[config.mk]
export PLATFORM = sky130hd
export DESIGN_NAME = token_record_deframer
export DESIGN_NICKNAME = d
export VERILOG_FILES = /design/src/design/tokdf_pkg.sv /design/src/design/token_record_deframer.sv
export SDC_FILE = /design/constraint.sdc
export NUM_CORES = 1
export LEC_CHECK = 0
export BUFFER_PORTS_ARGS = -buffer_cell sky130_fd_sc_hd__buf_4
export CORE_MARGIN = 1.5
export CORE_UTILIZATION = 45
export DETAILED_ROUTE_END_ITERATION = 10
export PLACE_DENSITY_LB_ADDON = 0.12
export SLEW_MARGIN = 20
export SYNTH_ARGS = -nofsm -noshare
export SYNTH_HDL_FRONTEND = slang
export SYNTH_SLANG_ARGS = --single-unit
[constraint.sdc]
create_clock -name clk -period 4.6 [get_ports clk]
set_input_delay 0.46 -clock clk [delete_from_list [all_inputs] [get_ports clk]]
set_output_delay 0.46 -clock clk [all_outputs]
set_load 0.05 [all_outputs]
[src/design/tokdf_pkg.sv]
// Package for the token record deframer: phase encoding, field and error codes,
// configuration register indexes, reset values and the result beat structure.
// No dependencies.
package tokdf_pkg;

  // Parse phase; the encoding doubles as the field kind of the byte taken.
  typedef enum logic [2:0] {
    PH_TYPE    = 3'd0,
    PH_VALUE   = 3'd1,
    PH_SLEN    = 3'd2,
    PH_STAMP   = 3'd3,
    PH_KEYID   = 3'd4,
    PH_TOKID   = 3'd5,
    PH_BNCOUNT = 3'd6,
    PH_BNBODY  = 3'd7
  } phase_t;

  localparam logic [3:0] KIND_NONE = 4'd8;

  localparam logic [2:0] ERR_NONE    = 3'd0;
  localparam logic [2:0] ERR_RANGE   = 3'd1;
  localparam logic [2:0] ERR_STAMP   = 3'd2;
  localparam logic [2:0] ERR_TYPE    = 3'd3;
  localparam logic [2:0] ERR_TRUNC   = 3'd4;
  localparam logic [2:0] ERR_BIGNUM  = 3'd5;
  localparam logic [2:0] ERR_DISCARD = 3'd6;

  localparam logic [7:0] TYPE_REUSABLE = 8'd1;
  localparam logic [7:0] TYPE_HASHCASH = 8'd2;

  localparam logic [1:0] CFG_VALUE_MIN   = 2'd0;
  localparam logic [1:0] CFG_VALUE_MAX   = 2'd1;
  localparam logic [1:0] CFG_MAX_STAMP   = 2'd2;
  localparam logic [1:0] CFG_MAX_BIGNUM  = 2'd3;

  localparam logic [7:0]  RST_VALUE_MIN  = 8'd20;
  localparam logic [7:0]  RST_VALUE_MAX  = 8'd50;
  localparam logic [15:0] RST_MAX_STAMP  = 16'd1024;
  localparam logic [15:0] RST_MAX_BIGNUM = 16'd256;

  // Bytes in the value field and in each length field.
  localparam logic [15:0] WORD_BYTES = 16'd4;

  // One result beat.
  typedef struct packed {
    logic [7:0]  out_byte;
    logic [3:0]  field_kind;
    logic [7:0]  record_type;
    logic [7:0]  record_value;
    logic [15:0] section_length;
    logic        record_done;
    logic [2:0]  error_code;
  } res_t;

endpackage

[src/design/token_record_deframer.sv]
// Token record deframer top level: parser state, configuration registers and
// a two-entry output stage. Depends on tokdf_pkg.
//
// Usage. Input beats carry one stream byte (data_byte) or an end marker
// (end_marker high, no byte). Each input beat gives exactly one result beat
// that tags the byte with its field kind, the record type and value, the
// current section length, a record-complete flag and an error code.
// After an error every byte is tagged as discarded until an end marker,
// which always returns the parser to the start of a record.
// Configuration beats on the cfg channel write value_min, value_max,
// max_stamp_length and max_bignum_length by index; cfg_ready is always high,
// and writes are meant to land only while the block is idle.
// A result is registered in the output register, or in the skid register while
// the output register holds an untaken result. Throughput is one beat per cycle
// while results are taken, set by the single parser state update per byte. The
// output register is backed by a skid register, so one more input beat is taken
// while a result waits; in_ready drops only once both are full and recovers the
// cycle after the receiver takes a beat. Synchronous reset empties the output
// stage, returns the parser to the start of a record and resets the registers.
module token_record_deframer #(
  parameter int KEY_ID_BYTES   = 20,
  parameter int TOKEN_ID_BYTES = 34
) (
  input  logic        clk,
  input  logic        rst,
  // Input channel.
  input  logic        in_valid,
  output logic        in_ready,
  input  logic [7:0]  data_byte,
  input  logic        end_marker,
  // Output channel.
  output logic        out_valid,
  input  logic        out_ready,
  output logic [7:0]  out_byte,
  output logic [3:0]  field_kind,
  output logic [7:0]  record_type,
  output logic [7:0]  record_value,
  output logic [15:0] section_length,
  output logic        record_done,
  output logic [2:0]  error_code,
  // Configuration write channel.
  input  logic        cfg_valid,
  output logic        cfg_ready,
  input  logic [1:0]  cfg_index,
  input  logic [15:0] cfg_data
);
  import tokdf_pkg::*;

  localparam logic [15:0] KeyLast   = 16'(KEY_ID_BYTES);
  localparam logic [15:0] TokenLast = 16'(TOKEN_ID_BYTES);

  // Configuration registers.
  logic [7:0]  value_min;
  logic [7:0]  value_max;
  logic [15:0] max_stamp_length;
  logic [15:0] max_bignum_length;

  // Parser state. Value and length keep their low bits plus a flag that
  // records whether any higher byte of the 32-bit word was non-zero.
  phase_t      phase, phase_next;
  logic [15:0] byte_count, byte_count_next;
  logic [15:0] len_low, len_low_next;
  logic        len_hi, len_hi_next;
  logic [7:0]  type_held, type_held_next;
  logic [7:0]  val_low, val_low_next;
  logic        val_hi, val_hi_next;
  logic        discard, discard_next;

  // Output stage.
  res_t        res;
  res_t        out_reg;
  res_t        skid_reg;
  logic        skid_valid;
  logic        in_fire;

  assign cfg_ready = 1'b1;
  assign in_ready  = !skid_valid;
  assign in_fire   = in_valid && in_ready;

  // Configuration writes.
  always_ff @(posedge clk) begin
    if (rst) begin
      value_min         <= RST_VALUE_MIN;
      value_max         <= RST_VALUE_MAX;
      max_stamp_length  <= RST_MAX_STAMP;
      max_bignum_length <= RST_MAX_BIGNUM;
    end else if (cfg_valid && cfg_ready) begin
      case (cfg_index)
        CFG_VALUE_MIN:  value_min         <= cfg_data[7:0];
        CFG_VALUE_MAX:  value_max         <= cfg_data[7:0];
        CFG_MAX_STAMP:  max_stamp_length  <= cfg_data;
        CFG_MAX_BIGNUM: max_bignum_length <= cfg_data;
        default: ;
      endcase
    end
  end

  // Parser step for the beat on the input channel.
  always_comb begin
    logic [15:0] cnt_inc;
    logic        val_shift_hi;
    logic        len_shift_hi;
    logic [15:0] len_shift;
    logic [15:0] lim;
    cnt_inc      = byte_count + 16'd1;
    val_shift_hi = val_hi || (val_low != 8'd0);
    len_shift_hi = len_hi || (len_low[15:8] != 8'd0);
    len_shift    = {len_low[7:0], data_byte};
    lim          = (phase == PH_SLEN) ? max_stamp_length : max_bignum_length;

    phase_next      = phase;
    byte_count_next = byte_count;
    len_low_next    = len_low;
    len_hi_next     = len_hi;
    type_held_next  = type_held;
    val_low_next    = val_low;
    val_hi_next     = val_hi;
    discard_next    = discard;

    res.out_byte       = data_byte;
    res.field_kind     = KIND_NONE;
    res.record_type    = type_held;
    res.record_value   = 8'd0;
    res.section_length = 16'd0;
    res.record_done    = 1'b0;
    res.error_code     = ERR_NONE;

    if (end_marker) begin
      // End of stream: flag truncation inside a record, then start afresh.
      res.out_byte    = 8'd0;
      res.error_code  = (!discard && phase != PH_TYPE) ? ERR_TRUNC : ERR_NONE;
      phase_next      = PH_TYPE;
      byte_count_next = 16'd0;
      len_low_next    = 16'd0;
      len_hi_next     = 1'b0;
      type_held_next  = 8'd0;
      val_low_next    = 8'd0;
      val_hi_next     = 1'b0;
      discard_next    = 1'b0;
    end else if (discard) begin
      res.error_code = ERR_DISCARD;
    end else begin
      res.field_kind = {1'b0, phase};
      case (phase)
        PH_TYPE: begin
          type_held_next  = data_byte;
          val_low_next    = 8'd0;
          val_hi_next     = 1'b0;
          byte_count_next = 16'd0;
          phase_next      = PH_VALUE;
        end
        PH_VALUE: begin
          val_low_next    = data_byte;
          val_hi_next     = val_shift_hi;
          byte_count_next = cnt_inc;
          if (cnt_inc >= WORD_BYTES) begin
            // Range is checked before the type.
            byte_count_next = 16'd0;
            len_low_next    = 16'd0;
            len_hi_next     = 1'b0;
            if (val_shift_hi || data_byte < value_min || data_byte > value_max) begin
              res.error_code = ERR_RANGE;
            end else if (type_held == TYPE_HASHCASH) begin
              phase_next = PH_SLEN;
            end else if (type_held == TYPE_REUSABLE) begin
              phase_next = PH_KEYID;
            end else begin
              res.error_code = ERR_TYPE;
            end
            res.record_value = data_byte;
          end
        end
        PH_SLEN, PH_BNCOUNT: begin
          res.record_value = val_low;
          len_low_next     = len_shift;
          len_hi_next      = len_shift_hi;
          byte_count_next  = cnt_inc;
          if (cnt_inc >= WORD_BYTES) begin
            byte_count_next = 16'd0;
            if (len_shift_hi || len_shift > lim) begin
              res.error_code = (phase == PH_SLEN) ? ERR_STAMP : ERR_BIGNUM;
            end else begin
              res.section_length = len_shift;
              if (len_shift == 16'd0) begin
                // An empty section completes the record at once.
                res.record_done = 1'b1;
                phase_next      = PH_TYPE;
              end else begin
                phase_next = (phase == PH_SLEN) ? PH_STAMP : PH_BNBODY;
              end
            end
          end
        end
        PH_STAMP, PH_BNBODY: begin
          res.record_value   = val_low;
          res.section_length = len_low;
          byte_count_next    = cnt_inc;
          if (cnt_inc >= len_low) begin
            byte_count_next = 16'd0;
            res.record_done = 1'b1;
            phase_next      = PH_TYPE;
          end
        end
        PH_KEYID: begin
          res.record_value = val_low;
          byte_count_next  = cnt_inc;
          if (cnt_inc >= KeyLast) begin
            byte_count_next = 16'd0;
            phase_next      = PH_TOKID;
          end
        end
        PH_TOKID: begin
          res.record_value = val_low;
          byte_count_next  = cnt_inc;
          if (cnt_inc >= TokenLast) begin
            byte_count_next = 16'd0;
            len_low_next    = 16'd0;
            len_hi_next     = 1'b0;
            phase_next      = PH_BNCOUNT;
          end
        end
        default: begin
          res.field_kind  = KIND_NONE;
          phase_next      = PH_TYPE;
          byte_count_next = 16'd0;
        end
      endcase
      // An error clears the payload fields and starts discarding next byte.
      if (res.error_code != ERR_NONE) begin
        discard_next       = 1'b1;
        res.record_value   = 8'd0;
        res.section_length = 16'd0;
      end
      res.record_type = type_held_next;
    end
  end

  // Parser state registers, advanced on each accepted input beat.
  always_ff @(posedge clk) begin
    if (rst) begin
      phase      <= PH_TYPE;
      byte_count <= 16'd0;
      len_low    <= 16'd0;
      len_hi     <= 1'b0;
      type_held  <= 8'd0;
      val_low    <= 8'd0;
      val_hi     <= 1'b0;
      discard    <= 1'b0;
    end else if (in_fire) begin
      phase      <= phase_next;
      byte_count <= byte_count_next;
      len_low    <= len_low_next;
      len_hi     <= len_hi_next;
      type_held  <= type_held_next;
      val_low    <= val_low_next;
      val_hi     <= val_hi_next;
      discard    <= discard_next;
    end
  end

  // Output register with a skid register behind it.
  always_ff @(posedge clk) begin
    if (rst) begin
      out_valid  <= 1'b0;
      skid_valid <= 1'b0;
    end else if (!out_valid || out_ready) begin
      if (skid_valid) begin
        out_valid  <= 1'b1;
        skid_valid <= 1'b0;
      end else begin
        out_valid <= in_fire;
      end
    end else if (in_fire) begin
      skid_valid <= 1'b1;
    end
  end

  always_ff @(posedge clk) begin
    if (!out_valid || out_ready) begin
      if (skid_valid) begin
        out_reg <= skid_reg;
      end else if (in_fire) begin
        out_reg <= res;
      end
    end else if (in_fire) begin
      skid_reg <= res;
    end
  end

  assign out_byte       = out_reg.out_byte;
  assign field_kind     = out_reg.field_kind;
  assign record_type    = out_reg.record_type;
  assign record_value   = out_reg.record_value;
  assign section_length = out_reg.section_length;
  assign record_done    = out_reg.record_done;
  assign error_code     = out_reg.error_code;

  // The skid register only fills behind a full output register.
  a_skid_behind_out: assert property (@(posedge clk) disable iff (rst)
    skid_valid |-> out_valid)
    else $error("skid register holds a beat while the output register is empty");

  // A completed record never carries an error.
  a_done_no_error: assert property (@(posedge clk) disable iff (rst)
    (out_valid && record_done) |-> (error_code == ERR_NONE))
    else $error("record completion reported together with an error");

  // Discarded bytes are never tagged with a field.
  a_discard_kind: assert property (@(posedge clk) disable iff (rst)
    (out_valid && error_code == ERR_DISCARD) |-> (field_kind == KIND_NONE))
    else $error("discarded byte tagged with a field kind");

  // An end marker always returns the parser to the start of a record.
  a_end_resets: assert property (@(posedge clk) disable iff (rst)
    (in_fire && end_marker) |=> (phase == PH_TYPE && !discard && byte_count == 16'd0))
    else $error("parser not at record start after an end marker");

endmodule

**After elaboration in Yosys (flattened, before gate mapping)**

Cells that the tools add are included.

- Register bits: 200
- Bits in latches: 0
- RAM bits: 0
- Bits in read-only memories: 0
- Input port bits: 32
- Word-level logic and storage cells: 164
- Memories kept: 0

- Add/subtract/negate cells: 1
- Multiply operators: 0
- Div/mod/pow operators: 0
- $lt $le $gt $ge: 7
- Eq/ne operators: 21
- Shift-type cells: 0
- Multiplexer cells: 70
- Bitwise operators: 1
- Reduce and logical (&&, ||, !) cells: 36

Operator list:

| kind | number |
|---|---|
| two-way mux 16 bit | 11 |
| two-way mux 48 bit | 2 |
| one-hot mux 16 bit (5 select lines) | 1 |
| two-way mux 37 bit | 2 |
| two-way mux 3 bit | 23 |
| two-way mux 8 bit | 7 |
| one-hot mux 16 bit (3 select lines) | 1 |
| one-hot mux 17 bit (2 select lines) | 1 |
| one-hot mux 8 bit (2 select lines) | 2 |
| two-way mux 24 bit | 1 |
| inequality test 3 bit (second input constant) | 7 |
| two-way mux 20 bit | 1 |
| one-hot mux 3 bit (6 select lines) | 1 |
| two-way mux 17 bit | 1 |
| adder 16 x 1 -> 16 bit (second input constant) | 1 |
| greater-or-equal comparator 16 bit | 1 |
| greater-or-equal comparator 16 x 3 -> 1 bit (second input constant) | 1 |
| greater-or-equal comparator 16 x 5 -> 1 bit (second input constant) | 1 |
| greater-or-equal comparator 16 x 6 -> 1 bit (second input constant) | 1 |
| > comparator 16 bit | 1 |
| logical NOT 16 bit | 1 |
| nonzero test 8 bit | 2 |
| AND reduction 2 bit | 7 |
| equality test 3 bit (second input constant) | 4 |
| 30 further kinds | 55 |

**Logic depth before layout (Yosys ltp)**

Gate-level depths: netlist (run 1).

- Depth in word-level cells: 15
- Mapped depth: 16

**Worst setup path before layout (run 1)**

OpenSTA, ideal clock, no wires.

- Path type: reg2reg
- Start point: register phase[1]
- End point: register out_reg, in the netlist record_value[6] (data pin)
- Library setup time: 0.133 ns
- Data arrival time: 4.332 ns
- Required time: 4.467 ns
- Slack: 0.135 ns
- Stages on the path, launching flop included: 16
- Path buffers: 4
- Period minus slack after synthesis: 4.465 ns
- Path through: dfxtp_1 clkbuf_1 nand2_1 nor2_1 clkbuf_1 mux2i_1 ha_1 nand4_1 or4_1 or3_1 and3b_1 o21ai_1 and2_1 buf_2 clkbuf_1 a31o_2

- Word-level cells in the longest chain between the ends: 15

RTL lines:

| what | RTL line | source |
|---|---|---|
| start: declaration | token_record_deframer.sv:60 | `phase_t phase, phase_next;` |
| start signal: assignment | token_record_deframer.sv:250 | `phase <= phase_next;` |
| equality test 3 x 2 -> 1 bit | token_record_deframer.sv:109, token_record_deframer.sv:144, token_record_deframer.sv:181 |  |
| two-way mux 16 bit | token_record_deframer.sv:109 | `lim = (phase == PH_SLEN) ? max_stamp_length : max_bignum_length;` |
| > comparator 16 bit | token_record_deframer.sv:180 | `if (len_shift_hi \|\| len_shift > lim) begin` |
| logical OR 1 bit | token_record_deframer.sv:180 |  |
| two-way mux 3 bit | token_record_deframer.sv:180 |  |
| two-way mux 20 bit | token_record_deframer.sv:178 | `if (cnt_inc >= WORD_BYTES) begin` |
| one-hot mux 3 bit (2 select lines) | token_record_deframer.sv:144 | `case (phase)` |
| two-way mux 3 bit | token_record_deframer.sv:140 | `end else if (discard) begin` |
| two-way mux 3 bit | token_record_deframer.sv:128 | `if (end_marker) begin` |
| nonzero test 3 bit | token_record_deframer.sv:229 | `if (res.error_code != ERR_NONE) begin` |
| two-way mux 24 bit * | token_record_deframer.sv:229 |  |
| two-way mux 37 bit * | token_record_deframer.sv:140 |  |
| two-way mux 37 bit * | token_record_deframer.sv:128 |  |
| two-way mux 48 bit * | token_record_deframer.sv:282 | `end else if (in_fire) begin` |
| two-way mux 48 bit * | token_record_deframer.sv:280 | `if (skid_valid) begin` |
| end signal: assignment | token_record_deframer.sv:281 | `out_reg <= skid_reg;` |
| end signal: assignment | token_record_deframer.sv:283 | `out_reg <= res;` |
| end: declaration | token_record_deframer.sv:71 | `res_t out_reg;` |

Every way passes the cells marked *; elsewhere a longest branch is shown, timed or not. The select of a mux whose other input is x is not followed.
A chain may end at the register's enable or synchronous reset.

==> results of run 1 <==
[worst max-delay path, stage by stage (launching register included)]
cell	delay, ps
dfxtp_1	540
inv_1	240
nand2_1	210
nor2_2	50
buf_4	220
mux2i_1	160
ha_1	300
nand4_1	140
or4_1	560
or3_1	450
and3b_1	260
o21ai_2	310
nand2_1	420
nor2_1	240
[per-stage QoR]
step	hold slack [ps]	util, %	cells	area, um2
finish	252	52.8	1388	11500
global route	253	52.8	1388	11500
CTS	245	52.7	1388	11500
detailed placement	449	49.8	1356	10800
global placement	445	49.7	1355	10800
floorplan	433	-	1038	9970
[final timing paths]
kind / end / slack (ps) / depth (start not counted)
setup / recovery: skid_reg[18] / 340 / 13
hold reg to reg: max_stamp_length[14] / 460 / 2
hold / removal: max_stamp_length[10] / 250 / 3
setup reg to reg: skid_reg[18] / 340 / 13
[power groups by stage]
| stage | Clock, W | Sequential [W] | Combinational [W] |
|---|---|---|---|
| global placement | 0 | 0.00199 | 0.000433 |
| CTS | 0.00160 | 0.00195 | 0.000442 |
| global route | 0.00167 | 0.00195 | 0.000477 |
| finish | 0.00158 | 0.00195 | 0.000441 |
| floorplan | 0 | 0.00208 | 0.000195 |
| detailed placement | 0 | 0.00199 | 0.000440 |
[synth_stat cells, types with 5 or more instances]
master	count
nand2b_1	10
a22oi_1	35
a22o_1	16
mux2i_1	24
nor3_1	22
nand3_1	21
ha_1	48
xnor2_1	8
dfxtp_1	104
buf_1	5
buf_2	7
and2_1	19
nand4_1	9
xor2_1	8
o21ai_0	49
clkbuf_1	44
nor4_1	13
o211ai_1	5
a31oi_1	11
nor2_1	106
a21oi_1	73
a31o_2	16
edfxtp_1	96
inv_1	51
nand2_1	139
mux2_2	20
[cell type report]
cell class / instances / area (um2)
clock buffers: 18 / 439
clock inverters: 14 / 183
fillers: 2019 / 10300
inverters: 51 / 191
multi-input cells: 729 / 4620
flip-flops and latches: 200 / 4960
well taps: 280 / 350
repair buffers: 96 / 733
[metal layers]
layer  wire length (um)  vias up
met5                  0        -
met4                314        0
met3               1280       25
met2              10900      208
met1              11700     3701
li1                   -     3845
[cells by family after synthesis]
logic type / synth area share (%)
compound gates: 16.4
xor+xnor: 1.41
fa+ha+maj: 6.02
buf+inv: 4.30
flops: 49.8
mux: 4.67
other cells: 0.0376
simple gates: 17.4
[layout by cell type, fill, tap and decap left out, types with 17 or more instances in the layout]
cell type	Yosys	routed
a21oi_1	73	73
a22oi_1	35	35
and2_1	19	18
buf_4	1	95
clkbuf_16	0	17
dfxtp_1	104	104
edfxtp_1	96	96
ha_1	48	48
inv_1	51	51
mux2_2	20	20
mux2i_1	24	24
nand2_1	139	139
nand3_1	21	20
nor2_1	106	103
nor3_1	22	22
o21ai_0	49	49
[what timing repair did]
| item | 4_1_cts | 5_1_grt |
|---|---|---|
| setup endpoints to repair | 0 | 48 |
| gates resized for setup | 0 | 5 |
| hold buffers | 0 | 0 |
==> results.tsv, run 1 <==
metric	value	unit
CP Capture Type	flip-flop	
IO buf count	81	
Rel. slew slack	31.4	%
layout cells sized above 1	17.2	%
Post-Route WL	24300	um
cell internal pwr	0.00290	W
switch share	26.8	%
top cell type by total area after synthesis	edfxtp_1	
Crit Path Category	reg -> reg	
total chip power	0.00396	W
worst skew pair latency	440	ps
asr flop ratio synth	0	%
Rows	54	
syn_area_per_cell	9.61	um2
CTS Sinks	200	
top cell type's share of synthesized area	28.9	%
Root Buffer	clkbuf_16	
clock tree buffer depth	2	
Fmax	235	MHz
GRT Util Overall	21.1	%
Num CTS Buffers	17	
worst min-delay path startpoint	cfg_data[10]	
Post CTS Setup Buffer Count	0	
fin. max-slew vios	0	
synthesized area	9970	um2
largest net degree at the start of global routing	52	
grt met2 use	32.7	%
vias in the first global route	7063	
grt met3 use	3.48	%
Final ANT Viol Nets	0	
top cells by area, synth	edfxtp_1, dfxtp_1, ha_1	
Comb power frac	11.1	%
Synth Warn #	0	
RR Startpoint	phase[0]	
CTS tree	yes	
PD cells	345	nW/um2
number of synthesized flops with an enable pin	96	
Hold Fails Final Rpt	0	
peak supply drop	0.256	mV
Worst-path clk slew	80	ps
Arr. time, crit path	4540	ps
grt ovf	0	
Avg WL per Cell	17.5	um
Antenna diodes	0	
router iterations before antenna repair	5	
Post-Syn Nets	1118	
Pleak	4.36	nW
Switching Power	0.00106	W
Mapped Cells	1038	
Final Skew	11.5	ps
CP Data Required Time	4880	ps
CP Launch Point	phase[0]	
met1 Usage GRT	30.5	%
grt peak-use layer	met2	
CORE AREA	21800	um2
# setup viols final	0	
crit-path max FO	17	
status	completed	
Final #Nets	1175	
DP HPWL	16600	um
max cap viols	0	
initial core utilization	45.8	%
RSZ-0062 raised after global routing	no	
drt first-iter violations	597	
via density per instance	5.60	
CP startpoint kind	flip-flop	
Top FF cell, synth	dfxtp_1	
sequential area share after synthesis	49.8	%
die footprint	23100	um2
period utilization	92.6	%
final worst slack	342	ps
max reg flops	48	
HP Class	in -> reg	
first-pass GRT wire length	39100	um
Chip Height	152	um
CTS H-tree depth	4	
Syn-to-layout area delta	15.1	%
part of the power in registers	49.1	%
setup TNS	0	ps
Place WS	120	ps
Yosys cell types	65	
Worst Tran Pin Value	1020	ps
via count	7779	
# IOs	83	
flops & latches, synth	200	
routability cong.	0.880	
DRC	0	
clock group share of total power	39.7	%
die width	152	um
initial antenna violation count	0	
min Tclk post-route	4260	ps
Power figures use the tool's default switching activity.
==> inputs of run 2 (changes only) <==
- RECOVER_POWER: not set -> 100
==> run 2 against run 1 <==
  * The run now ends with capacitance limit, slew limit left
  * Non-clock buffer count did not move
  * Clock power is essentially flat
  * Sequential cell count stayed put
  * Critical path depth stayed put
  * First-iteration DRC count is 1.2% higher
  * Total power fell by 0.78%
  * Combinational power decreased by 7.3%
  * Die area stayed put
  * Critical endpoint unchanged
  * Largest cell class unchanged
==> results.tsv, run 2 (synthesis gave the netlist of run 1 again) <==
metric	value	unit	change
Final Skew	12.1	ps	+0.637 ps
period utilization	91.7	%	-0.87 points
CP Data Required Time	4880	ps	about the same
initial antenna violation count	0		unchanged
Pleak	4.14	nW	-5.1%
max reg flops	48		unchanged
router iterations before antenna repair	5		unchanged
commonest non-fill, non-tap cell in the layout	nand2_1		
Place WS	120	ps	unchanged
RSZ-0062 raised after global routing	no		
CP Capture Type	flip-flop		
Hold Fails Final Rpt	0		unchanged
Post-Route WL	24300	um	about the same
routability cong.	0.880		unchanged
RR Startpoint	phase[0]		
total chip power	0.00393	W	-0.78%
Reg2Reg Capture Point	skid_reg[18]		
clock group share of total power	40.1	%	+0.4 points
vias in the first global route	7063		unchanged
setup slack on the worst flop-to-flop path	380	ps	+40 ps
CTS H-tree depth	4		unchanged
PD cells	351	nW/um2	+1.6%
status	complete, but fails checks		
CP Launch Point	phase[0]		
drt first-iter violations	604		+1.2%
Worst-path clk slew	80	ps	about the same
peak supply drop	0.256	mV	-0.29%
# setup viols final	0		unchanged
HP Class	in -> reg		
Syn-to-layout area delta	12.5	%	
switch share	26.9	%	+0.14 points
worst reg2reg path depth	13		unchanged
die width	152	um	unchanged
Rel. slew slack	-46.6	%	-78 points
post-place instance area	10800	um2	unchanged
crit-path max FO	17		unchanged
CORE AREA	21800	um2	unchanged
Hold WS	254	ps	+1.56 ps
Rows	54		unchanged
Root Buffer	clkbuf_16		
multi-input logic area	4590	um2	-0.70%
Fmax	237	MHz	+0.95%
sequential cell area	4960	um2	unchanged
first-pass GRT wire length	39100	um	unchanged
crit path to	skid_reg[18]		
via count	7698		-1.0%
Final #Nets	1175		unchanged
# hold bufs at CTS	0		unchanged
CP startpoint kind	flip-flop		
min Tclk post-route	4220	ps	-40.0 ps
CTS Sinks	200		unchanged
IO buf count	81		unchanged
cell internal pwr	0.00288	W	-0.97%
layout cells sized above 1	11.5	%	-5.8 points
fillers	2073		+2.7%
Antenna diodes	0		unchanged
setup TNS	0	ps	unchanged
Avg WL per Cell	17.5	um	about the same
part of the power in registers	49.5	%	+0.4 points
Num CTS Buffers	17		unchanged
final worst slack	382	ps	+40.0 ps
GRT Util Overall	21.1	%	unchanged
Worst Tran Pin Value	2200	ps	+1180 ps
worst skew pair latency	440	ps	about the same
DP HPWL	16600	um	unchanged
failing checks	capacitance limit, slew limit		
fin. max-slew vios	153		+153
Arr. time, crit path	4500	ps	-40 ps
Comb power frac	10.4	%	-0.7 points
most frequent cells in the layout	nand2_1, nor2_1, dfxtp_1		
Chip Height	152	um	unchanged
die footprint	23100	um2	unchanged
Final ANT Viol Nets	0		unchanged
Design Area, Final	11200	um2	-2.3%
DRC	0		unchanged
clock tree buffer depth	2		unchanged
CTS tree	yes		
max cap viols	4		+4
initial core utilization	45.8	%	unchanged
Crit Path Category	reg -> reg		
Switching Power	0.00106	W	-0.25%
# IOs	83		unchanged
largest net degree at the start of global routing	52		unchanged
grt ovf	0		unchanged
via density per instance	5.55		-1.0%
==> run 2: critical path: stages (launching register included) <==
cell	delay (ps)
dfxtp_1	540
inv_1	220
nand2_1	190
nor2_2	50
buf_4	220
mux2i_1	160
ha_1	300
nand4_1	140
or4_1	560
or3_1	440
and3b_1	260
o21ai_2	310
nand2_1	420
nor2_1	240
==> run 2: how the worst min path moves through the flow <==
stage | start | to | slack, ps | cells past startpoint
finish | cfg_data[10] | max_stamp_length[10] | 250 | 3
global route | cfg_data[10] | max_stamp_length[10] | 250 | 3
floorplan | max_stamp_length[0] | max_stamp_length[0] | 430 | 2
CTS | cfg_data[10] | max_stamp_length[10] | 240 | 3
global placement | max_bignum_length[0] | max_bignum_length[0] | 440 | 2
detailed placement | max_bignum_length[0] | max_bignum_length[0] | 450 | 2
==> run 2: area by class of cell <==
type / instances / area share [%]
sequential: 200 / 44.3
multi-input combinational: 729 / 40.9
timing repair buffer: 96 / 4.46
clock buffer: 18 / 3.92
tap: 280 / 3.12
inverter: 51 / 1.71
clock inverter: 14 / 1.63
==> run 2: per-stage QoR <==
stage	utilization (%)	instances
2_1_floorplan	-	1038
3_3_place_gp	49.7	1355
3_5_place_dp	49.8	1356
4_1_cts	52.7	1388
5_1_grt	51.6	1388
6_report	51.6	1388
==> run 2: timing repair <==
item,in CTS,in global routing
resized for setup,0,5
endpoints found under the setup margin,0,48
buffers inserted,0,0
==> run 2: power by group through the flow <==
stage / Combinational [W] / Clock, W / Sequential (W)
detailed placement: 0.000440 / 0 / 0.00199
global placement: 0.000433 / 0 / 0.00199
finish: 0.000409 / 0.00158 / 0.00195
floorplan: 0.000195 / 0 / 0.00208
CTS: 0.000442 / 0.00160 / 0.00195
global route: 0.000446 / 0.00167 / 0.00195
==> run 2: layer usage <==
| layer | global-route usage (%) | vias to the layer above | part of all wire [%] |
|---|---|---|---|
| met3 | 3.48 | 23 | 4.6 |
| li1 | - | 3843 | - |
| met5 | 0 | - | 0 |
| met2 | 32.7 | 186 | 45 |
| met1 | 30.5 | 3646 | 49 |
| met4 | 5.92 | 0 | 1.3 |
